[src/rtl/pal_pkg.sv]
// ----------------------------------------------------------------------------
// pal_pkg
// Shared widths, request codes and status codes of the positional array list.
// ----------------------------------------------------------------------------
`default_nettype none

package pal_pkg;

	localparam int WORD_W             = 32;
	localparam int MODE_W             = 2;
	localparam int POS_W              = 8;
	localparam int STAT_W             = 2;
	localparam int LEVEL_W            = 8;
	localparam int DEFAULT_LIST_DEPTH = 128;

	// request kinds
	typedef enum logic [MODE_W-1:0] {
		MODE_READ   = 2'd0,
		MODE_APPEND = 2'd1,
		MODE_INSERT = 2'd2,
		MODE_DELETE = 2'd3
	} mode_t;

	// result status
	typedef enum logic [STAT_W-1:0] {
		ST_OK    = 2'd0,
		ST_RANGE = 2'd1,
		ST_FULL  = 2'd2
	} status_t;

endpackage

`default_nettype wire

[src/rtl/pal_ram.sv]
// ----------------------------------------------------------------------------
// pal_ram
// List store: one write port, one read port, registered read data.
// ----------------------------------------------------------------------------
`default_nettype none

module pal_ram
	import pal_pkg::*;
#(
	parameter int DEPTH = DEFAULT_LIST_DEPTH,
	parameter int AW    = 7
) (
	input  wire logic              clk,
	input  wire logic              wr_en,
	input  wire logic [AW-1:0]     wr_addr,
	input  wire logic [WORD_W-1:0] wr_data,
	input  wire logic              rd_en,
	input  wire logic [AW-1:0]     rd_addr,
	output logic      [WORD_W-1:0] rd_data
);

	logic [WORD_W-1:0] mem_q [DEPTH];

	// write port
	always_ff @(posedge clk) begin
		if (wr_en) begin
			mem_q[wr_addr] <= wr_data;
		end
	end

	// read port, data held until the next read
	always_ff @(posedge clk) begin
		if (rd_en) begin
			rd_data <= mem_q[rd_addr];
		end
	end

endmodule

`default_nettype wire

[config.mk]
export PLATFORM = sky130hd
export DESIGN_NAME = pal_ram
export DESIGN_NICKNAME = d
export VERILOG_FILES = /design/src/rtl/pal_pkg.sv /design/src/rtl/pal_ram.sv
export SDC_FILE = /design/constraint.sdc
export NUM_CORES = 2
export LEC_CHECK = 0
export BUFFER_PORTS_ARGS = -buffer_cell sky130_fd_sc_hd__buf_2
export CAP_MARGIN = 20
export CORE_MARGIN = 2
export CORE_UTILIZATION = 57
export CTS_CLUSTER_DIAMETER = 40
export CTS_CLUSTER_SIZE = 16
export DETAILED_ROUTE_END_ITERATION = 12
export GPL_TIMING_DRIVEN = 1
export MAX_ROUTING_LAYER = met4
export PLACE_DENSITY_LB_ADDON = 0.3
export SLEW_MARGIN = 0
export SYNTH_ARGS = -nofsm -noshare
export SYNTH_HDL_FRONTEND = slang
export SYNTH_SLANG_ARGS = --single-unit
[constraint.sdc]
create_clock -name clk -period 3.65 [get_ports clk]
set_input_delay 0.1825 -clock clk [delete_from_list [all_inputs] [get_ports clk]]
set_output_delay 0.1825 -clock clk [all_outputs]
set_load 0.02 [all_outputs]
==> results.ini <==
[route]
vias_per_cell=6.99
num_vias=75000
remaining_drc_errors=0
final_antenna_net_count=0
firstDrtPassIters=5
drtIter0Drc=13200
totalWireLength_mm=431
wl_per_cell_um=40.2

[setup_path]
critPathCaptureType=flip-flop
cpPeakStageDelay_ns=0.71
required_ns=4.29
cp.arrival_ns=3.45
start_kind=flip-flop
worstSetupPathType=reg2reg
crit_chain=mux4_2 -> mux4_2 -> mux4_2 -> mux2_2
cpMostUsedCell=mux4_2
path_max_fanout=6
crit_slowest_cell=mux4_2

[clock_tree]
htreeDepth=5
cts.repair.resized=0
cts.sinks=4128
cts.clk_slew.worst_paths_ns=0.06
cts_setup_buffers=0
hold_buffers=28
cts_tree=built
clock-root-buffer=clkbuf_16
cts_made_buffers=461
clkLatencyLatePin_ns=0.95
cts_buffer_depth=4

[sta]
slew_viol_final=0
worst_pin_slew_ns=1.17
finalCritPeriodShare_pct=77.1
fin_crit_ns=2.81
tns_ns=0
max_freq_ghz=0.356
clock_skew_ns=0.0488
relSlewSlack_pct=21.8
grt_setup_unrepaired=no
setup_viol=0
worst_hold_slack_ns=0.0982
hold_viol=0
setup_ws_ns=0.837

[power_and_ir_drop]
switching_power_w=0.0236
power.density_mw_per_mm2=581
p_int_w=0.0828
seqPwrFrac_pct=49.4
vdd_ir_drop_max_uv=494
combPwrFrac_pct=5.1
sw_frac_of_total_pct=22.1
p_leak_nw=57.0
clkPwrFrac_pct=45.5

[synth]
synth_top_area_share_pct=79.2
ys_seq_elements=4128
ys_warn_count=0
synthAdderAreaFrac_pct=0
synth-compound-area-share_pct=0
yosys.area_share.simple_pct=0.445
synth_cell_types=16
yosysSeqAreaShare_pct=79.2
synth.area.top_cells=edfxtp_1, mux4_2, clkbuf_1
synthesis.nets=6039
synth_cells=5990
synth_xor_area_share_pct=0
synthMuxAreaShare_pct=19.6
syn_area_mm2=0.157
syn_avg_cell_area_um2=26.1
synth_largest_area_cell=edfxtp_1
synth_top_family_by_area=multiplexers

[finish]
syn_to_final_growth_pct=16.9
area.sequential_mm2=0.124
fin_nets=6723
final_layout_size_suffix_gt1_share_pct=39.5
postLayoutCoreUtil_pct=67.0
num-fill-cells=15800
multi_input_area_mm2=0.0323

[global_routing]
grt.total_usage_pct=32.1
grt_pass1_wl_mm=596
overflow=0
grt_pass1_vias=75200
antenna_found_initial=67
grt_max_degree=112

[floorplan]
die_h_um=528
initial_core_util_pct=57.3
rows=192
num_io_pins=81
die_w_um=528
die-area_mm2=0.279
core_area_mm2=0.273

[place]
dp_slack_ns=0.125
place_congestion=0.877
hpwl_mm=228
portBuffers=80

[run]
drv_cap=0

[worst_hold_path]
min_path_type=in2reg

[run_status]
status=complete, no violations

## cells in the mapped netlist
master	n
edfxtp_1	4128
mux4_2	1344
clkbuf_1	182
nor2_1	122
buf_2	79
buf_1	50
mux2_2	32
nand2_1	14
nand3_1	12
nor3_1	9
nor2b_1	7
buf_4	3
nand4_1	3
buf_6	2
nand2b_1	2
or3_1	1
## path summary, 6_finish.rpt
kind / slack [ns] / depth (start not counted) / startpoint / to
setup / recovery: 0.84 / 4 / mem_q[22][0] / rd_data[0]
hold / removal: 0.1 / 4 / wr_addr[1] / mem_q[98][28]
setup reg to reg: 0.84 / 4 / mem_q[22][0] / rd_data[0]
hold reg to reg: 1.21 / 4 / mem_q[124][29] / rd_data[29]
## through the flow
| step | area (µm²) | total power [W] | instances |
|---|---|---|---|
| global route | 183000 | 0.109 | 10700 |
| floorplan | 157000 | 0.0560 | 5990 |
| finish | 183000 | 0.106 | 10700 |
| detailed placement | 166000 | 0.0588 | 9755 |
| CTS | 183000 | 0.107 | 10600 |
| global placement | 166000 | 0.0586 | 9755 |
## flip-flops by register name, summed over array words and instances, names as in the netlist
name / flops
mem_q: 4096
rd_data: 32
## logic make-up after synthesis
group / Yosys count
mux: 1376
simple gates: 170
buf+inv: 316
flops: 4128
## layout make-up
type                            count  area share [%]
Tap cell                         3589            2.45
Sequential cell                  4128            67.7
Antenna cell                       59          0.0806
Timing Repair Buffer              537            3.37
Multi-Input combinational cell   1546            17.6
Clock buffer                      501            6.49
Clock inverter                    357            2.29
## worst max-delay path: cells and delay by family (launching register included)
family | cells | cell delay (ns)
flip-flops | 1 | 0.38
multiplexers | 4 | 2.14
## placed cells by master, fill, tap and decap left out, types with 2 or more instances in the layout
cell type,synthesis,routed
buf_12,0,155
buf_16,0,10
buf_2,79,42
buf_4,3,292
buf_8,0,3
bufinv_16,0,60
clkbuf_1,182,31
clkbuf_16,0,470
clkinv_1,0,45
clkinv_16,0,3
clkinv_2,0,44
clkinv_4,0,49
clkinv_8,0,10
clkinvlp_4,0,44
diode_2,0,59
dlygate4sd3_1,0,34
edfxtp_1,4128,4128
inv_16,0,3
inv_6,0,75
inv_8,0,23
mux2_2,32,32
mux4_2,1344,1344
nand2_1,14,12
nand2_2,0,2
nand2b_1,2,2
nand3_1,12,8
nand3_2,0,4
nand4_1,3,3
nor2_1,122,3
nor2_4,0,119
nor2b_1,7,7
nor3_2,0,9
## routing by layer
metal	up-vias	share of wire, %	GRT usage, %
met4	0	4.2	12.0
met3	850	13	7.37
met2	5954	48	48.8
met5	-	0	-
li1	28000	-	-
met1	40200	34	43.1
## power by group through the flow
stage	clock network [W]	logic, W	registers, W
after floorplan	0	0.00253	0.0535
after global placement	0	0.00509	0.0536
after detailed placement	0	0.00520	0.0536
after CTS	0.0487	0.00530	0.0526
after global routing	0.0505	0.00556	0.0525
final	0.0484	0.00542	0.0526
(Power assumes the default switching activity.)
